===== config.mk =====
export PLATFORM = sky130hd
export DESIGN_NAME = rtnh_div
export DESIGN_NICKNAME = d
export VERILOG_FILES = /design/src/design/rtnh_pkg.sv /design/src/design/rtnh_div.sv
export SDC_FILE = /design/constraint.sdc
export NUM_CORES = 1
export LEC_CHECK = 0
export ABC_AREA = 1
export BUFFER_PORTS_ARGS = -buffer_cell sky130_fd_sc_hd__buf_2
export CAP_MARGIN = 10
export CORE_MARGIN = 2
export CORE_UTILIZATION = 33
export DETAILED_ROUTE_END_ITERATION = 8
export PLACE_DENSITY = 0.6
export SLEW_MARGIN = 20
export SYNTH_ARGS = -nofsm -noshare
export SYNTH_HDL_FRONTEND = slang
export SYNTH_SLANG_ARGS = --single-unit

===== constraint.sdc =====
create_clock -name clk -period 7.3 [get_ports clk]
set_clock_uncertainty 0.05 [all_clocks]
set_input_delay 0.73 -clock clk [delete_from_list [all_inputs] [get_ports clk]]
set_output_delay 0.73 -clock clk [all_outputs]
set_load 0.005 [all_outputs]

===== src/design/rtnh_pkg.sv =====
`timescale 1ns / 1ps
// Package: item types, sequencer codes and micro-op table of the ray/triangle nearest-hit block
package rtnh_pkg;

  localparam int DW    = 128;
  localparam int YW    = 34;
  localparam int MCW   = 6;
  localparam int DCW   = 7;
  localparam int SCW   = 5;
  localparam int MOP_W = 5;

  localparam logic CMD_RAY = 1'b0;
  localparam logic CMD_TRI = 1'b1;

  localparam logic [MOP_W-1:0] MOP_TRI_FIRST = 5'd0;
  localparam logic [MOP_W-1:0] MOP_TRI_LAST  = 5'd23;
  localparam logic [MOP_W-1:0] MOP_RAY_FIRST = 5'd24;
  localparam logic [MOP_W-1:0] MOP_RAY_LAST  = 5'd26;
  localparam logic [MOP_W-1:0] MOP_PT_FIRST  = 5'd27;

  localparam logic [30:0] DIST_MAX = 31'h7FFF_FFFF;
  localparam logic [33:0] OFF_LIM  = 34'h2_0000_0000;

  typedef struct packed {
    logic               command;
    logic signed [31:0] ax;
    logic signed [31:0] ay;
    logic signed [31:0] az;
    logic signed [31:0] bx;
    logic signed [31:0] by_coord;
    logic signed [31:0] bz;
    logic signed [31:0] cx;
    logic signed [31:0] cy;
    logic signed [31:0] cz;
    logic [23:0]        tri_color;
    logic               last_triangle;
  } in_item_t;

  typedef struct packed {
    logic [23:0]        pixel_color;
    logic               hit;
    logic signed [31:0] hit_x;
    logic signed [31:0] hit_y;
    logic signed [31:0] hit_z;
  } out_item_t;

  typedef enum logic [4:0] {
    SRC_D0, SRC_D1, SRC_D2,
    SRC_T0, SRC_T1, SRC_T2,
    SRC_E10, SRC_E11, SRC_E12,
    SRC_E20, SRC_E21, SRC_E22,
    SRC_P0, SRC_P1, SRC_P2,
    SRC_Q0, SRC_Q1, SRC_Q2,
    SRC_LN
  } src_t;

  typedef enum logic [3:0] {
    DST_NONE,
    DST_P0, DST_P1, DST_P2,
    DST_Q0, DST_Q1, DST_Q2,
    DST_DEN, DST_AN, DST_BN, DST_LN,
    DST_SUM, DST_NUM
  } dst_t;

  typedef struct packed {
    src_t xsel;
    src_t ysel;
    logic first;
    logic neg;
    dst_t dst;
  } mop_t;

  typedef struct packed {
    logic start;
    logic first;
    logic neg;
  } mul_ctl_t;

  typedef enum logic [3:0] {
    ST_IDLE,
    ST_MUL_GO, ST_MUL_WAIT,
    ST_SQRT_GO, ST_SQRT_WAIT,
    ST_NORM_GO, ST_NORM_WAIT,
    ST_SIGN, ST_CHECK,
    ST_LAM_GO, ST_LAM_WAIT,
    ST_PT_DIV_GO, ST_PT_DIV_WAIT,
    ST_FIN
  } seq_state_t;

  // acc = (first ? 0 : acc) +/- x*y, written to dst when dst is set
  function automatic mop_t mop_rom(input logic [MOP_W-1:0] idx);
    mop_t m;
    case (idx)
      5'd0:  m = '{SRC_D1,  SRC_E22, 1'b1, 1'b0, DST_NONE};
      5'd1:  m = '{SRC_D2,  SRC_E21, 1'b0, 1'b1, DST_P0};
      5'd2:  m = '{SRC_D2,  SRC_E20, 1'b1, 1'b0, DST_NONE};
      5'd3:  m = '{SRC_D0,  SRC_E22, 1'b0, 1'b1, DST_P1};
      5'd4:  m = '{SRC_D0,  SRC_E21, 1'b1, 1'b0, DST_NONE};
      5'd5:  m = '{SRC_D1,  SRC_E20, 1'b0, 1'b1, DST_P2};
      5'd6:  m = '{SRC_P0,  SRC_E10, 1'b1, 1'b0, DST_NONE};
      5'd7:  m = '{SRC_P1,  SRC_E11, 1'b0, 1'b0, DST_NONE};
      5'd8:  m = '{SRC_P2,  SRC_E12, 1'b0, 1'b0, DST_DEN};
      5'd9:  m = '{SRC_P0,  SRC_T0,  1'b1, 1'b0, DST_NONE};
      5'd10: m = '{SRC_P1,  SRC_T1,  1'b0, 1'b0, DST_NONE};
      5'd11: m = '{SRC_P2,  SRC_T2,  1'b0, 1'b0, DST_AN};
      5'd12: m = '{SRC_T1,  SRC_E12, 1'b1, 1'b0, DST_NONE};
      5'd13: m = '{SRC_T2,  SRC_E11, 1'b0, 1'b1, DST_Q0};
      5'd14: m = '{SRC_T2,  SRC_E10, 1'b1, 1'b0, DST_NONE};
      5'd15: m = '{SRC_T0,  SRC_E12, 1'b0, 1'b1, DST_Q1};
      5'd16: m = '{SRC_T0,  SRC_E11, 1'b1, 1'b0, DST_NONE};
      5'd17: m = '{SRC_T1,  SRC_E10, 1'b0, 1'b1, DST_Q2};
      5'd18: m = '{SRC_Q0,  SRC_D0,  1'b1, 1'b0, DST_NONE};
      5'd19: m = '{SRC_Q1,  SRC_D1,  1'b0, 1'b0, DST_NONE};
      5'd20: m = '{SRC_Q2,  SRC_D2,  1'b0, 1'b0, DST_BN};
      5'd21: m = '{SRC_Q0,  SRC_E20, 1'b1, 1'b0, DST_NONE};
      5'd22: m = '{SRC_Q1,  SRC_E21, 1'b0, 1'b0, DST_NONE};
      5'd23: m = '{SRC_Q2,  SRC_E22, 1'b0, 1'b0, DST_LN};
      5'd24: m = '{SRC_E10, SRC_E10, 1'b1, 1'b0, DST_NONE};
      5'd25: m = '{SRC_E11, SRC_E11, 1'b0, 1'b0, DST_NONE};
      5'd26: m = '{SRC_E12, SRC_E12, 1'b0, 1'b0, DST_SUM};
      5'd27: m = '{SRC_LN,  SRC_D0,  1'b1, 1'b0, DST_NUM};
      5'd28: m = '{SRC_LN,  SRC_D1,  1'b1, 1'b0, DST_NUM};
      5'd29: m = '{SRC_LN,  SRC_D2,  1'b1, 1'b0, DST_NUM};
      default: m = '{SRC_D0, SRC_D0, 1'b1, 1'b0, DST_NONE};
    endcase
    return m;
  endfunction

endpackage


===== src/design/rtnh_div.sv =====
`timescale 1ns / 1ps
// Restoring unsigned divider, one quotient bit per cycle
module rtnh_div import rtnh_pkg::*; (
  input  logic          clk,
  input  logic          rst_n,
  input  logic          start,
  input  logic [DW-1:0] num,
  input  logic [DW-1:0] den,
  output logic [DW-1:0] quo,
  output logic          done
);

  logic          busy_r;
  logic          done_r;
  logic [DCW-1:0] cnt_r;
  logic [DW-1:0] nq_r;
  logic [DW-1:0] rem_r;
  logic [DW-1:0] den_r;
  logic [DW:0]   rem_sh;
  logic [DW:0]   rem_diff;
  logic          ge;
  logic          last;

  assign rem_sh   = {rem_r, nq_r[DW-1]};
  assign rem_diff = rem_sh - {1'b0, den_r};
  assign ge       = (rem_sh >= {1'b0, den_r});
  assign last     = (cnt_r == DCW'(DW - 1));
  assign quo      = nq_r;
  assign done     = done_r;

  always_ff @(posedge clk) begin
    if (!rst_n) begin
      busy_r <= 1'b0;
      done_r <= 1'b0;
    end else begin
      done_r <= busy_r && !start && last;
      if (start) begin
        busy_r <= 1'b1;
        cnt_r  <= '0;
        nq_r   <= num;
        den_r  <= den;
        rem_r  <= '0;
      end else if (busy_r) begin
        rem_r <= ge ? rem_diff[DW-1:0] : rem_sh[DW-1:0];
        nq_r  <= {nq_r[DW-2:0], ge};
        cnt_r <= cnt_r + 1'b1;
        if (last) begin
          busy_r <= 1'b0;
        end
      end
    end
  end

endmodule


Word level (Yosys, flattened, before mapping)
Cells that the tools add are included.
{ "totals": {"ff_bits": 393, "latchBits": 0, "mem_bits_rw": 0, "mem_bits_ro": 0, "input_bits": 259, "word_cells": 24, "mem_count": 0} }
{ "classes": {"n_addsub": 2, "multipliers": 0, "div_mod_pow": 0, "n_lt_le_gt_ge": 1, "eq_ne": 1, "n_shift": 0, "n_mux": 8, "n_bitwise": 0, "reduce_logical": 6} }
{ "op_table": {"columns": ["cell", "count"], "rows": [
  ["$mux 128", 4],
  ["$ge 129x128->1", 1],
  ["$sub 128x128->128", 1],
  ["$add 7x1->7 const B", 1],
  ["$eq 7x7->1 const B", 1],
  ["$mux 7", 1],
  ["$reduce_and 2->1", 2],
  ["$mux 1", 3],
  ["$logic_and 1x1->1", 2],
  ["$reduce_bool 2->1", 1],
  ["$logic_not 1->1", 1]
]} }

Depth between registers and ports, before layout
{ "depth": {"word_depth": 4, "depth_mapped": 22} }

Least setup slack after synthesis
No wires, ideal clock.
{ "synth_timing": {"path_kind": "in2reg", "from": "in start", "to": "reg cnt_r[0] (enable)", "setup_ns": 0.635, "arrival_time_ns": 6.944, "t_required_ns": 6.615, "slack_ns": -0.329, "cell_stages": 4, "n_path_buf": 2, "path_cell_list": "clkbuf_1 > clkbuf_1 > nand2_1 > nand2_1"} }
{ "synth_via": {"elab_chain_cells": 2} }
{ "synth_rtl": {"columns": ["element", "line_no", "rtl"], "rows": [
  ["from (decl)", "rtnh_div.sv:6", "input logic start,"],
  ["$reduce_bool 2->1 (no source line)", null, null],
  ["$reduce_and 2->1 (no source line)", null, null],
  ["to (signal assigned)", "rtnh_div.sv:46", "cnt_r <= cnt_r + 1'b1;"],
  ["to (decl)", "rtnh_div.sv:15", "logic [DCW-1:0] cnt_r;"]
]} }
No other way between the ends.
A chain may end at the register's enable or synchronous reset.

Final worst setup path
{ "layout_timing": {"from": "reg rem_r[29]", "to": "reg rem_r[26] (data pin)"} }
{ "layout_via": {"elab_chain_cells": 3} }
{ "layout_rtl": {"columns": ["element", "line_no", "rtl"], "rows": [
  ["from (decl)", "rtnh_div.sv:17", "logic [DW-1:0] rem_r;"],
  ["from (signal assigned)", "rtnh_div.sv:44", "rem_r <= ge ? rem_diff[DW-1:0] : rem_sh[DW-1:0];"],
  ["$ge 129x128->1", "rtnh_div.sv:26", "assign ge = (rem_sh >= {1'b0, den_r});"],
  ["$mux 128", "rtnh_div.sv:44", null],
  ["$mux 128", "rtnh_div.sv:43", "end else if (busy_r) begin"]
]} }
No other way between the ends. The select of a mux whose other input is x is not followed.

==> results.cfg <==
[final_layout]
fillers = 10300
ff_latch_area_sq_um = 11800
drive_above_1_share = 0.102
fin_nets = 5585
multi_input_area_sq_um = 14900
postLayoutCellArea_sq_um = 35700
area_growth_syn_to_layout_pct = 15.4

[clock_network]
clock_sinks = 393
postCtsSetupBuffers = 0
tritoncts = built
clk_transition_reported_paths_ns = 0.06
maximum_root_to_sink_buffer_count = 3
cts_max_level = 2
post_cts_hold_buffer_count = 0
post_cts_resized = 0
worst_skew_pair_later_pin_latency_ns = 0.66
cts_root_buf = clkbuf_16
numCtsBuffers = 50

[synthesis]
syn-cell-area_sq_um = 31000
synth_area_leader_cell = edfxtp_1
synthesized_area_per_cell_sq_um = 6.42
postSynth.asyncResetShare = 0
synth_seq_area_share = 0.380
syn-instance-count = 4826
ys.flop_type = edfxtp_1
synth_edf_count = 391
syn_warnings = 0
synth_cell_types = 36
synth_top_area_frac = 0.379
synth.area.top_cells = edfxtp_1, nand2_1, inv_1
syn-num-nets = 5215
synth-seq-cells = 393

[global_route]
grt_pass1_wl_microns = 182000
grt.overflow.total = 0
vias_in_the_first_global_route = 29000
grt_util_all_layers = 0.258
grt_antenna_before_repair = 12
grt_start_max_net_pins = 135

[timing]
finalHoldViolations = 0
post_layout_minimum_cycle_time_ns = 4.21
worst_slew_margin_rel = 0.254
finalSetupTns_ns = 0
drv_slew = 0
grt_setup_unrepaired = false
worst_slew_pin_slew_ns = 1.11
final-setup-viol-count = 0
max_freq_mhz = 238
layout_worst_path_cycle_share = 0.576

[setup_path]
reg2reg_from = rem_r[29]
worst_path_largest_cell_delay_ns = 0.42
regToRegSetupSlack_ns = 3.09
cp_data_arrival_time_ns = 4.55
timing.critical_path.mode_cell = nor2_1
r2r_end = rem_r[26]
criticalPathCategory = reg -> reg
launching_instance_or_port_of_the_critical_path = rem_r[29]
critical_path.startpoint_type = flop
crit_path_end_kind = flop
worstPathMaxFanout = 98
req_time_crit_path_ns = 7.65
critPathSlowestCell = nor2_1
rr_worst_depth = 14
worstPathCellList = ha_1, nand2_1, nor2_1, nand2_1, nor2_1, nand3_1, nor2_1, a21oi_1, nand3_2, inv_4, nand2_8, inv_6, nor2_1, nor2_1

[placed_design]
gp_congestion = 1.08
numPortBuffers = 387
dpl.hpwl_microns = 103000
placed_cell_area_sq_um = 34200

[power_and_ir_drop]
sw_frac_of_total = 0.402
vdd_ir_drop_max_v = 0.000168
power-per-cell-area_nw_per_um2 = 238
p_switching_mw = 3.43
p_seq_frac = 0.342
total_power_mw = 8.52
p_clk_frac = 0.279
power.static_leakage_nw = 20.0
combPwrFrac = 0.379
internal_power_mw = 5.09

[flow_run]
drv.max_cap_violation_count = 0

[drt]
firstDrtPassIters = 8
vias = 30100
routed_wire_length_per_instance_microns = 19.4
totalWireLength_microns = 126000
drt.antenna.violating_nets = 0
detail_route.vias_per_cell = 4.63
detail_route.iter0.violations = 2414
drc = 0

[worst_hold_path]
hold_start = den[125]
hold_path_end = den_r[125]
hold_depth = 1
worstHoldPathType = in -> reg

[floorplanning]
initial_util = 0.333
core_sq_um = 93200
floorplan.io_pins = 388
die_area_sq_um = 96400
die_w_microns = 310
row_count = 112
chipHeight_microns = 310

[outcome]
run_status = complete, no violations
==> power groups by stage <==
stage / registers, mW / clock network, mW / logic, mW
global route: 2.94 / 2.53 / 3.59
detailed placement: 2.95 / 0 / 3.18
global placement: 2.95 / 0 / 3.18
finish: 2.91 / 2.38 / 3.23
floorplan: 2.94 / 0 / 2.09
CTS: 2.92 / 2.45 / 3.19
==> stage by stage <==
stage | util | setup slack (ns) | instances | hold WS, ns
after floorplan | - | 2.18 | 4826 | 0.413
after global placement | 0.367 | 3.11 | 6398 | 0.463
after detailed placement | 0.367 | 3.14 | 6398 | 0.473
after CTS | 0.384 | 3.15 | 6487 | 0.156
after global routing | 0.384 | 2.87 | 6488 | 0.171
final | 0.384 | 3.09 | 6489 | 0.202
==> cells by family after synthesis <==
group,after synthesis,synth area share
AO/OA/AOI/OAI,109,0.0180
XOR/XNOR,63,0.0178
adder cells (fa/ha/maj),130,0.0527
buffers and inverters,1128,0.140
flip-flops,393,0.380
AND/OR/NAND/NOR,3003,0.391
==> flip-flops by register name, indices dropped and copies added (netlist names) <==
name / cells
busy_r: 1
cnt_r: 7
den_r: 128
done: 1
quo: 128
rem_r: 128
==> routing by layer <==
metal / GRT usage / vias up / share of wire
li1: - / 15200 / -
met1: 0.322 / 13700 / 0.42
met2: 0.430 / 979 / 0.46
met3: 0.0486 / 222 / 0.069
met4: 0.121 / 18 / 0.050
met5: 0 / - / 0.00078
==> layout by cell type, fill, tap and decap left out, drive strengths merged, types with 3 or more instances in the layout <==
| master | n |
|---|---|
| nand3 | 118 |
| xor2 | 61 |
| inv | 1047 |
| nand3b | 111 |
| nor2 | 543 |
| nand2 | 2168 |
| o21bai | 3 |
| buf | 398 |
| nor4 | 5 |
| clkbuf | 64 |
| nand4 | 20 |
| a21oi | 90 |
| and2 | 13 |
| edfxtp | 391 |
| o21ai | 15 |
| clkinv | 22 |
| ha | 129 |
| nor3 | 25 |
==> cells in the mapped netlist, types with 13 or more instances <==
cell and instances:
nand2_1 2160, inv_1 1027, nor2_1 507, edfxtp_1 391
ha_1 129, nand3_1 116, nand3b_1 111, a21oi_1 90
xor2_1 61, clkbuf_1 46, nor2_2 33, nor3_1 24
buf_2 23, nand4_1 20, inv_2 18, o21ai_0 14
and2_1 13
==> worst max-delay path by stage <==
stage	endpoint	slack, ns	cells after the start
2_1_floorplan	cnt_r[0]	2.18	4
5_1_grt	rem_r[19]	2.87	14
4_1_cts	rem_r[3]	3.15	14
3_5_place_dp	rem_r[3]	3.14	14
3_3_place_gp	rem_r[10]	3.11	14
6_report	rem_r[26]	3.09	14
==> critical path, delay by kind of cell, from the launching register on <==
family | cells | cell delay [ns]
AO/OA/AOI/OAI | 1 | 0.15
buffers and inverters | 2 | 0.56
adder cells (fa/ha/maj) | 1 | 0.38
AND/OR/NAND/NOR | 10 | 2.25
flip-flops | 1 | 0.39
==> cell type report <==
class,count,share of cell area
Clock inverter,25,0.00609
Multi-Input combinational cell,3305,0.416
Sequential cell,393,0.330
Antenna cell,2,0.000140
Clock buffer,64,0.0365
Inverter,1048,0.111
Timing Repair Buffer,398,0.0569
Tap cell,1254,0.0439
Note: power is estimated with default switching activity, not from simulation.
