===== config.mk =====
export PLATFORM = sky130hd
export DESIGN_NAME = rtnh_mul
export DESIGN_NICKNAME = d
export VERILOG_FILES = /design/src/design/rtnh_pkg.sv /design/src/design/rtnh_mul.sv
export SDC_FILE = /design/constraint.sdc
export NUM_CORES = 1
export LEC_CHECK = 0
export ABC_AREA = 1
export BUFFER_PORTS_ARGS = -buffer_cell sky130_fd_sc_hd__buf_2
export CELL_PAD_IN_SITES_DETAIL_PLACEMENT = 0
export CELL_PAD_IN_SITES_GLOBAL_PLACEMENT = 2
export CORE_ASPECT_RATIO = 1.25
export CORE_MARGIN = 2
export CORE_UTILIZATION = 29
export CTS_BUF_LIST = sky130_fd_sc_hd__clkbuf_16
export CTS_CLUSTER_SIZE = 16
export DETAILED_ROUTE_END_ITERATION = 8
export GPL_TIMING_DRIVEN = 0
export PLACE_DENSITY = 0.79
export SYNTH_ARGS = -nofsm -noshare
export SYNTH_HDL_FRONTEND = slang
export SYNTH_SLANG_ARGS = --single-unit

===== constraint.sdc =====
create_clock -name clk -period 8 [get_ports clk]
set_clock_uncertainty 0.05 [all_clocks]
set_input_delay 1.2 -clock clk [delete_from_list [all_inputs] [get_ports clk]]
set_output_delay 1.2 -clock clk [all_outputs]
set_load 0.005 [all_outputs]

===== src/design/rtnh_pkg.sv =====
`timescale 1ns / 1ps
// Package: item types, sequencer codes and micro-op table of the ray/triangle nearest-hit block
package rtnh_pkg;

  localparam int DW    = 128;
  localparam int YW    = 34;
  localparam int MCW   = 6;
  localparam int DCW   = 7;
  localparam int SCW   = 5;
  localparam int MOP_W = 5;

  localparam logic CMD_RAY = 1'b0;
  localparam logic CMD_TRI = 1'b1;

  localparam logic [MOP_W-1:0] MOP_TRI_FIRST = 5'd0;
  localparam logic [MOP_W-1:0] MOP_TRI_LAST  = 5'd23;
  localparam logic [MOP_W-1:0] MOP_RAY_FIRST = 5'd24;
  localparam logic [MOP_W-1:0] MOP_RAY_LAST  = 5'd26;
  localparam logic [MOP_W-1:0] MOP_PT_FIRST  = 5'd27;

  localparam logic [30:0] DIST_MAX = 31'h7FFF_FFFF;
  localparam logic [33:0] OFF_LIM  = 34'h2_0000_0000;

  typedef struct packed {
    logic               command;
    logic signed [31:0] ax;
    logic signed [31:0] ay;
    logic signed [31:0] az;
    logic signed [31:0] bx;
    logic signed [31:0] by_coord;
    logic signed [31:0] bz;
    logic signed [31:0] cx;
    logic signed [31:0] cy;
    logic signed [31:0] cz;
    logic [23:0]        tri_color;
    logic               last_triangle;
  } in_item_t;

  typedef struct packed {
    logic [23:0]        pixel_color;
    logic               hit;
    logic signed [31:0] hit_x;
    logic signed [31:0] hit_y;
    logic signed [31:0] hit_z;
  } out_item_t;

  typedef enum logic [4:0] {
    SRC_D0, SRC_D1, SRC_D2,
    SRC_T0, SRC_T1, SRC_T2,
    SRC_E10, SRC_E11, SRC_E12,
    SRC_E20, SRC_E21, SRC_E22,
    SRC_P0, SRC_P1, SRC_P2,
    SRC_Q0, SRC_Q1, SRC_Q2,
    SRC_LN
  } src_t;

  typedef enum logic [3:0] {
    DST_NONE,
    DST_P0, DST_P1, DST_P2,
    DST_Q0, DST_Q1, DST_Q2,
    DST_DEN, DST_AN, DST_BN, DST_LN,
    DST_SUM, DST_NUM
  } dst_t;

  typedef struct packed {
    src_t xsel;
    src_t ysel;
    logic first;
    logic neg;
    dst_t dst;
  } mop_t;

  typedef struct packed {
    logic start;
    logic first;
    logic neg;
  } mul_ctl_t;

  typedef enum logic [3:0] {
    ST_IDLE,
    ST_MUL_GO, ST_MUL_WAIT,
    ST_SQRT_GO, ST_SQRT_WAIT,
    ST_NORM_GO, ST_NORM_WAIT,
    ST_SIGN, ST_CHECK,
    ST_LAM_GO, ST_LAM_WAIT,
    ST_PT_DIV_GO, ST_PT_DIV_WAIT,
    ST_FIN
  } seq_state_t;

  // acc = (first ? 0 : acc) +/- x*y, written to dst when dst is set
  function automatic mop_t mop_rom(input logic [MOP_W-1:0] idx);
    mop_t m;
    case (idx)
      5'd0:  m = '{SRC_D1,  SRC_E22, 1'b1, 1'b0, DST_NONE};
      5'd1:  m = '{SRC_D2,  SRC_E21, 1'b0, 1'b1, DST_P0};
      5'd2:  m = '{SRC_D2,  SRC_E20, 1'b1, 1'b0, DST_NONE};
      5'd3:  m = '{SRC_D0,  SRC_E22, 1'b0, 1'b1, DST_P1};
      5'd4:  m = '{SRC_D0,  SRC_E21, 1'b1, 1'b0, DST_NONE};
      5'd5:  m = '{SRC_D1,  SRC_E20, 1'b0, 1'b1, DST_P2};
      5'd6:  m = '{SRC_P0,  SRC_E10, 1'b1, 1'b0, DST_NONE};
      5'd7:  m = '{SRC_P1,  SRC_E11, 1'b0, 1'b0, DST_NONE};
      5'd8:  m = '{SRC_P2,  SRC_E12, 1'b0, 1'b0, DST_DEN};
      5'd9:  m = '{SRC_P0,  SRC_T0,  1'b1, 1'b0, DST_NONE};
      5'd10: m = '{SRC_P1,  SRC_T1,  1'b0, 1'b0, DST_NONE};
      5'd11: m = '{SRC_P2,  SRC_T2,  1'b0, 1'b0, DST_AN};
      5'd12: m = '{SRC_T1,  SRC_E12, 1'b1, 1'b0, DST_NONE};
      5'd13: m = '{SRC_T2,  SRC_E11, 1'b0, 1'b1, DST_Q0};
      5'd14: m = '{SRC_T2,  SRC_E10, 1'b1, 1'b0, DST_NONE};
      5'd15: m = '{SRC_T0,  SRC_E12, 1'b0, 1'b1, DST_Q1};
      5'd16: m = '{SRC_T0,  SRC_E11, 1'b1, 1'b0, DST_NONE};
      5'd17: m = '{SRC_T1,  SRC_E10, 1'b0, 1'b1, DST_Q2};
      5'd18: m = '{SRC_Q0,  SRC_D0,  1'b1, 1'b0, DST_NONE};
      5'd19: m = '{SRC_Q1,  SRC_D1,  1'b0, 1'b0, DST_NONE};
      5'd20: m = '{SRC_Q2,  SRC_D2,  1'b0, 1'b0, DST_BN};
      5'd21: m = '{SRC_Q0,  SRC_E20, 1'b1, 1'b0, DST_NONE};
      5'd22: m = '{SRC_Q1,  SRC_E21, 1'b0, 1'b0, DST_NONE};
      5'd23: m = '{SRC_Q2,  SRC_E22, 1'b0, 1'b0, DST_LN};
      5'd24: m = '{SRC_E10, SRC_E10, 1'b1, 1'b0, DST_NONE};
      5'd25: m = '{SRC_E11, SRC_E11, 1'b0, 1'b0, DST_NONE};
      5'd26: m = '{SRC_E12, SRC_E12, 1'b0, 1'b0, DST_SUM};
      5'd27: m = '{SRC_LN,  SRC_D0,  1'b1, 1'b0, DST_NUM};
      5'd28: m = '{SRC_LN,  SRC_D1,  1'b1, 1'b0, DST_NUM};
      5'd29: m = '{SRC_LN,  SRC_D2,  1'b1, 1'b0, DST_NUM};
      default: m = '{SRC_D0, SRC_D0, 1'b1, 1'b0, DST_NONE};
    endcase
    return m;
  endfunction

endpackage


===== src/design/rtnh_mul.sv =====
`timescale 1ns / 1ps
// Shift-add multiply-accumulate unit, one multiplier bit per cycle
module rtnh_mul import rtnh_pkg::*; (
  input  logic                 clk,
  input  logic                 rst_n,
  input  mul_ctl_t             ctl,
  input  logic signed [DW-1:0] x,
  input  logic signed [YW-1:0] y,
  output logic signed [DW-1:0] acc,
  output logic                 done
);

  logic                 busy_r;
  logic                 done_r;
  logic [MCW-1:0]       cnt_r;
  logic signed [DW-1:0] xs_r;
  logic signed [DW-1:0] acc_r;
  logic signed [YW-1:0] ys_r;
  logic                 last;

  assign last = (cnt_r == MCW'(YW - 1));
  assign acc  = acc_r;
  assign done = done_r;

  always_ff @(posedge clk) begin
    if (!rst_n) begin
      busy_r <= 1'b0;
      done_r <= 1'b0;
    end else begin
      done_r <= busy_r && !ctl.start && last;
      if (ctl.start) begin
        busy_r <= 1'b1;
        cnt_r  <= '0;
        ys_r   <= y;
        xs_r   <= ctl.neg ? -x : x;
        if (ctl.first) begin
          acc_r <= '0;
        end
      end else if (busy_r) begin
        // sign bit of y carries negative weight
        if (ys_r[0]) begin
          acc_r <= last ? acc_r - xs_r : acc_r + xs_r;
        end
        xs_r  <= xs_r <<< 1;
        ys_r  <= ys_r >>> 1;
        cnt_r <= cnt_r + 1'b1;
        if (last) begin
          busy_r <= 1'b0;
        end
      end
    end
  end

endmodule


* Word-level counts from Yosys, hierarchy flattened
Index checks and enable logic that the tools add are counted.
** Word-level totals
- Register bits after elaboration :: 298
- Logic and storage cells :: 35
- Output and inout bits :: 129
- Input bits :: 167
** Operators by class
- Add/sub/neg operators :: 4
- Mux-type cells :: 14
- Reductions and logical operators :: 8
- Eq/ne operators :: 2
** Operators with widths (number)
- $mux 128 :: 8
- $add 128x128->128 :: 1
- $neg 128->128 :: 1
- $sub 128x128->128 :: 1
- $mux 34 :: 1
- $mux 33 :: 1
- $add 6x1->6 const B :: 1
- $eq 6x6->1 const B :: 1
- $mux 6 :: 1
- $reduce_and 2->1 :: 2
- $reduce_and 4->1 :: 1
- $reduce_bool 2->1 :: 2
- $mux 1 :: 3
- $logic_and 1x1->1 :: 2
- $ne 2x2->1 const B :: 1
- $logic_not 1->1 :: 1

* Logic depth before layout (Yosys ltp)
Gate-level depths: netlist of run 1.
- Depth in word-level cells :: 5
- Gate-level depth with buffers :: 29
- Mapped depth without buffers :: 29

* Worst setup path before layout of run 1
No wires, ideal clock.
- Path kind :: input to register
- From :: input ctl[2] (netlist bit)
- To :: register acc_r[0], in the netlist acc[0] (enable)
- Required time :: 7.469 ns
- Slack :: -0.690 ns
- Path buffers :: 2
- Stages on the path :: 6
- Arrival time :: 8.159 ns
- Setup time :: 0.481 ns
- Path through :: clkbuf_1 -> clkbuf_1 -> nand2_1 -> nand2_1 -> nand2_1 -> inv_1
** Between the ends
- Word-level cells in the longest chain between the ends :: 2
- Elaborated cells on any way between the ends :: 4
- Classes of those cells :: eq/ne (1); reduce/logical (3)
** Ends and longest elaborated chain
- start: declaration :: RTL line rtnh_mul.sv:6 : input mul_ctl_t ctl,
- $ne 2x2->1 (no source line) / $reduce_bool 2->1 (equally long branches)
- $reduce_and 4->1 (no source line) *
- end signal: assignment :: RTL line rtnh_mul.sv:42 : acc_r <= last ? acc_r - xs_r : acc_r + xs_r;
- end: declaration :: RTL line rtnh_mul.sv:17 : logic signed [DW-1:0] acc_r;
Mark *: on every way between the ends. The rest lies on a longest branch, timed or not.
A chain may end at the register's enable or synchronous reset.

* Worst setup path in the final report of run 1
- From :: register cnt_r[1]
- To :: register acc_r[124], in the netlist acc[124], data pin
** Between the ends
- Word-level cells in the longest chain between the ends :: 5
** Ends and longest elaborated chain
- start: declaration :: RTL line rtnh_mul.sv:15 : logic [MCW-1:0] cnt_r;
- start signal: assignment :: RTL line rtnh_mul.sv:46 : cnt_r <= cnt_r + 1'b1;
- $eq 6x6->1 :: RTL line rtnh_mul.sv:21 : assign last = (cnt_r == MCW'(YW - 1));
- $mux 128 :: RTL line rtnh_mul.sv:42
- $mux 128 :: RTL line rtnh_mul.sv:41 : if (ys_r[0]) begin
- $mux 128 :: RTL line rtnh_mul.sv:39 : end else if (busy_r) begin
- $mux 128 :: RTL line rtnh_mul.sv:31 : if (ctl.start) begin
No other way between the ends. The select of a mux whose other input is x is not followed.

==> results of run 1 <==
==> cell type report <==
cell class                      instances  area (um^2)
Fill cell                           14000        79700
Multi-Input combinational cell       4534        21200
Sequential cell                       298         8930
Inverter                             1181         4440
Tap cell                             1584         1980
Timing Repair Buffer                  297         1530
Clock buffer                           43         1080
Clock inverter                         33          335
Buffer                                 83          318
Antenna cell                            3         7.51
==> metrics by stage <==
stage | total power [mW] | instance area (um^2) | util [%] | setup slack [ns]
finish | 6.61 | 39800 | 33.3 | 1.41
CTS | 6.62 | 39800 | 33.3 | 1.38
global placement | 4.57 | 38300 | 32.1 | -3.44
detailed placement | 4.57 | 38400 | 32.1 | 1.46
floorplan | 3.56 | 34900 | - | 0.899
global route | 6.98 | 39800 | 33.3 | 1.07
==> cell families after synthesis <==
kind of cell,Yosys count,synth area share (%)
AOI/OAI and AO/OA,538,8.19
xor gates and xnor gates,180,4.52
adders and majority gates,132,4.76
buffers and inverters,1264,13.6
DFF,298,25.6
and+or+nand+nor,3684,43.3
==> final timing paths <==
kind | cells after the start | start | slack (ns) | end
max | 23 | cnt_r[1] | 1.41 | acc[124]
min | 2 | ys_r[4] | 0.46 | ys_r[3]
max reg2reg | 23 | cnt_r[1] | 1.41 | acc[124]
min reg2reg | 2 | ys_r[4] | 0.46 | ys_r[3]
==> worst max-delay path, cell delays in order (launching register included) <==
cell and delay, ns:
edfxtp_1 0.42, inv_1 0.08, ha_1 0.13, inv_1 0.04
nor2_1 0.13, nand3_2 0.36, clkinv_1 0.47, clkbuf_1 0.67
clkbuf_1 0.94, o21ai_0 0.39, fa_1 0.57, nand2_1 0.12
nand3_1 0.10, nand3_1 0.09, nand2_1 0.18, nand2_1 0.11
nand2_1 0.19, nand2_1 0.11, nand2_1 0.27, nand2_1 0.14
nand2_1 0.19, nand2_1 0.20, a21oi_1 0.09, nor2_1 0.30
==> synth_stat cells (7+ instances only) <==
master and instances:
nor3_1 52, ha_1 131, a31oi_1 14, o21a_1 15, inv_1 1174, a21oi_1 215, o21bai_1 11, clkbuf_1 71
xor2_1 168, nand2_2 11, nor2_4 11, nand2_1 2224, xnor2_1 12, and2_1 12, nor4_1 9, buf_1 7
o21ai_1 19, o21ai_0 246, nand3_1 331, edfxtp_1 296, nor2_1 834, nand4_1 160, nor2_2 12
==> registers in the layout, summed over array words and instances, names as in the netlist <==
signal	flops
xs_r	128
busy_r	1
acc	128
done	1
ys_r	34
cnt_r	6
==> routing by layer <==
| layer | up-vias | wire [um] | share of wire, % |
|---|---|---|---|
| met2 | 1150 | 90100 | 47 |
| met5 | - | 13 | 0.0068 |
| met4 | 2 | 13200 | 6.9 |
| li1 | 19700 | - | - |
| met3 | 363 | 7830 | 4.1 |
| met1 | 18300 | 79000 | 42 |
==> power by group through the flow <==
| stage | Clock (mW) | Sequential [mW] | Combinational, mW |
|---|---|---|---|
| final | 2.03 | 2.06 | 2.53 |
| after detailed placement | 0 | 2.09 | 2.49 |
| after floorplan | 0 | 2.03 | 1.53 |
| after global routing | 2.11 | 2.07 | 2.80 |
| after global placement | 0 | 2.10 | 2.47 |
| after CTS | 2.07 | 2.06 | 2.50 |
==> cell usage in the layout (no fill, tap or decap), types with 4 or more instances in the layout <==
cell and instances:
a31oi_1 14, o21ai_2 4, nor2_2 12, nand2_1 2223
nand2_2 11, a21oi_1 215, o21bai_1 11, xor2_1 168
clkbuf_16 43, clkinv_1 11, a21oi_2 4, nor4_1 9
o21ai_1 19, edfxtp_1 296, o21ai_0 246, inv_1 1177
or2_2 4, xnor2_1 12, inv_6 7, nor3_1 52
nand3_1 331, clkbuf_1 71, nand4_1 160, nand3b_1 5
inv_2 4, nand3_2 6, o31ai_1 4, nor2_1 834
buf_2 300, buf_1 7, nor2_4 11, and2_1 12
ha_1 131, o21a_1 15
==> results.toml, run 1 <==
[placement]
gp_congestion = 1.03
port_buffers = 295
dp_hpwl_mm = 164
dpl.cell_count = 7977

[worst_setup_path]
end_kind = "flip-flop"
arrival_ns = 6.97
cp_max_fo = 10
crit_type = "reg2reg"
start_kind = "flip-flop"
required_ns = 8.37

[synth]
ys_types = 46
syn_area_um2 = 34900
ys_top_cells_by_area = "edfxtp_1, nand2_1, inv_1"
synth_top_area_share_pct = 25.5
synth-seq-cells = 298
synth_top_area_cell = "edfxtp_1"
synth_area_per_cell_um2 = 5.72
syn_nets = 6395
synthArstFlopShare_pct = 0
synth_edf_count = 296
yosys_warnings = 0
synthCells = 6096
synth_seq_area_share_pct = 25.6
ys.flop_type = "edfxtp_1"

[timing]
hold_viol = 0
setup_violations = 0
drv_slew = 0
tns_ns = 0
fin_crit_sh_pct = 82.4
fmaxAchievable_mhz = 152
slew_headroom_pct = 7.85
worst_pin_slew_ns = 1.37
rsz0062_at_grt = "false"
fin_crit_ns = 6.59
whs_ns = 0.461

[layout]
fin_cells = 8056
syn_to_final_growth_pct = 14.2
nNetsFinal = 6737
drive_gt1_share_pct = 6.79

[global_route]
grt_pass1_wl_mm = 265
grt_use_met3_pct = 2.94
grt_max_degree = 118
gr-usage-met1_pct = 36.3
grt_util_all_layers_pct = 30.3
antenna_found_initial = 6
grt-busiest-layer = "met2"
use_met2_pct = 52.4
first_global_vias = 38700
grt.overflow.total = 0

[clocking]
path_clk_slew_ns = 0.06
numCtsBuffers = 43
clock-sinks = 298
cts_tree = "yes"
clock_path_buffers = 3
clk_latency_ns = 0.65
htree_levels = 2
post_cts_resized = 0
cts_setup_buffers = 0
ctsHoldBuffers = 0
root_buffer = "clkbuf_16"

[power_and_ir_drop]
vdd_drop_max_uv = 142
p_int_mw = 3.71
static-leakage-power_nw = 20.4
p_clk_share_pct = 30.7
swShare_pct = 43.9
switchingPower_mw = 2.91
powerDensity_nw_per_um2 = 166
seqPwrFrac_pct = 31.1
pwr-share-comb_pct = 38.2

[drt]
postRouteAntennaNets = 0
dr_total_vias = 39500
drt_iter0_drc = 3126
wl_per_cell_um = 23.6
finalWirelength_mm = 190
dr.pass1.iters = 5
drcViolationCount = 0
routed_via_density = 4.90

[job]
maxCapViolCount = 0

[die]
num_io_pins = 296
start_util_pct = 29.2
die_h_um = 392
dieArea_um2 = 123000
die_w_um = 314
core_area_um2 = 120000
fp-row-count = 142

[min_path]
hold_class = "reg2reg"

[run_status]
status = "complete, no violations"
(Power assumes the default switching activity.)
==> inputs of run 2 (changes only) <==
- clock period: 8 -> 5.7 ns (I/O delays scaled with it)
==> run 2 against run 1 <==
- count of clock-buffer cells in the layout decreased by 1
- sequential share of layout area about the same
- via count decreased by 0.29%
- global-route usage increased by 0.18 points
- clock power increased by 34%
- design area increased by 0.20%
- flip-flop and latch count unchanged
- first-iteration DRC count increased by 1.1%
- critical path depth unchanged
- total power increased by 39%
- highest routed layer unchanged
==> results.toml, run 2 (same netlist as run 1, synthesis figures left out) <==
[global_route]
grt.overflow.total = 0
grt_pass1_wl_mm = 266
grt_max_degree = 120
grt_util_all_layers_pct = 30.5
antenna_found_initial = 4
first_global_vias = 38700

[drt]
finalWirelength_mm = 191
routed_via_density = 4.88
met3_length_mm = 8.80
wl_per_cell_um = 23.8
wl_met1_mm = 77.7
route.met2.wl_mm = 90.8
drt_iter0_drc = 3160
top_layer = "met5"
dr.pass1.iters = 6
drcViolationCount = 0
dr_total_vias = 39300
postRouteAntennaNets = 0

[worst_setup_path]
rr_startpoint = "xs_r[0]"
crit_type = "reg2reg"
cp_max_fo = 6
path_cells = "inv_1, ha_2, inv_2, nor3_4, inv_2, nor2_8, nand2_1, nor2_1, nand3_1, xor2_1, nand2_1, o21ai_0, ha_2, nand2_1, nor2_1, and2_1, nand2_1, inv_1, nand2_2, nor3_1, nand2_1, a21oi_1, nor2_1"
cp-endpoint = "acc[123]"
start_kind = "flip-flop"
reg2reg_slack_ns = 0.12
required_ns = 6.05
slowest_stage = "ha_2"
critical-path-max-stage-delay_ns = 0.53
crit_top_cell = "nand2_1"
arrival_ns = 5.92
end_kind = "flip-flop"
crit_buf_inv = 4
crit_cells = 23
path_delay_family = "simple AND/OR/NAND/NOR gates"
reg2regPathDepth = 23
r2r_end = "acc[123]"
worstSetupStartpoint = "xs_r[0]"

[timing]
setup_violations = 0
hold_viol = 0
fin_crit_sh_pct = 97.8
rsz0062_at_grt = "false"
fin_crit_ns = 5.58
slew_headroom_pct = 13.2
worst_pin_slew_ns = 1.30
fmaxAchievable_mhz = 179
drv_slew = 0

[layout]
drive_gt1_share_pct = 7.21
seq_area_um2 = 8930
nNetsFinal = 6740
stdcell_area_um2 = 39900
final_common_cell = "nand2_1"
syn_to_final_growth_pct = 14.4
multi_input_area_um2 = 21300
fillCellCount = 13900
final_cell_mix = "nand2_1, inv_1, nor2_1"
num_antenna_cells = 0

[die]
die_w_um = 314
dieArea_um2 = 123000
fp-row-count = 142
start_util_pct = 29.2
core_area_um2 = 120000
num_io_pins = 296
die_h_um = 392

[min_path]
hold_path_depth = 3
hold_class = "in2reg"

[clocking]
cts_tree = "yes"
clock_path_buffers = 3
clock-sinks = 298
clk_latency_ns = 0.67
path_clk_slew_ns = 0.06
numCtsBuffers = 42
ctsHoldBuffers = 0
htree_levels = 2
root_buffer = "clkbuf_16"

[placement]
port_buffers = 295
placed_area_um2 = 38500
gp_congestion = 1.02
dp_hpwl_mm = 166

[power_and_ir_drop]
static-leakage-power_nw = 20.4
vdd_drop_max_uv = 203
powerDensity_nw_per_um2 = 230
total_power_mw = 9.18

[run_status]
status = "complete, no violations"

[job]
maxCapViolCount = 0
-- run 2: changes by cell type in the layout (fill, tap and decap cells not counted), sizes merged --
cell / previous run / this run
diode: 3 / 0
inv: 1191 / 1190
clkinv: 18 / 20
clkinvlp: 2 / 4
bufinv: 3 / 2
clkbuf: 114 / 113
buf: 309 / 313
-- run 2: final cells by class --
| cell class | count | share of cell area (%) |
|---|---|---|
| plain buffers | 83 | 0.840 |
| clock buffers | 42 | 2.63 |
| clock inverters | 35 | 0.718 |
| inverters | 1181 | 11.1 |
| multi-input cells | 4534 | 53.4 |
| flip-flops and latches | 298 | 22.4 |
| well taps | 1584 | 4.97 |
| repair buffers | 301 | 3.99 |
-- run 2: worst register-to-register path: stages (launching register included) --
cell,delay (ns)
edfxtp_1,0.41
inv_1,0.15
ha_2,0.30
inv_2,0.12
nor3_4,0.32
inv_2,0.18
nor2_8,0.19
nand2_1,0.20
nor2_1,0.22
nand3_1,0.20
xor2_1,0.19
nand2_1,0.06
o21ai_0,0.27
ha_2,0.53
nand2_1,0.15
nor2_1,0.22
and2_1,0.27
nand2_1,0.10
inv_1,0.24
nand2_2,0.20
nor3_1,0.17
nand2_1,0.30
a21oi_1,0.23
nor2_1,0.06
-- run 2: how the worst min path moves through the flow --
stage | from | end
floorplan | ys_r[1] | ys_r[0]
global placement | ys_r[32] | ys_r[31]
detailed placement | ys_r[20] | ys_r[19]
CTS | y[33] | ys_r[33]
global route | y[33] | ys_r[33]
finish | y[33] | ys_r[33]
-- run 2: metal layers --
metal,vias to the layer above,GRT usage (%)
li1,19600,-
met1,18100,35.9
met2,1198,52.8
met3,361,3.19
met4,2,18.9
met5,-,0
-- run 2: stage by stage --
step / TNS [ns] / instances / hold WS [ns] / util [%] / setup WS, ns
2_1_floorplan: 0 / 6096 / 0.437 / - / 0.683
3_3_place_gp: -360.72 / 7975 / 0.445 / 32.1 / -2.61
3_5_place_dp: -35.36 / 7980 / 0.452 / 32.2 / -0.970
4_1_cts: 0 / 8057 / 0.380 / 33.3 / 0.0106
5_1_grt: 0 / 8058 / 0.413 / 33.4 / 0.00518
6_report: 0 / 8058 / 0.421 / 33.4 / 0.123
-- run 2: repair_timing --
| action | in CTS | in global routing |
|---|---|---|
| gates cloned | 0 | 0 |
| endpoints found under the setup margin | 94 | 25 |
| resized for setup | 21 | 23 |
| pin swaps | 0 | 1 |
| buffers inserted | 0 | 1 |
-- run 2: report_power, final --
part	internal, mW	total [mW]	switching (mW)
clock	1.45	2.73	1.27
combinational	0.975	3.57	2.59
sequential	2.69	2.89	0.197
total	5.12	9.18	4.06
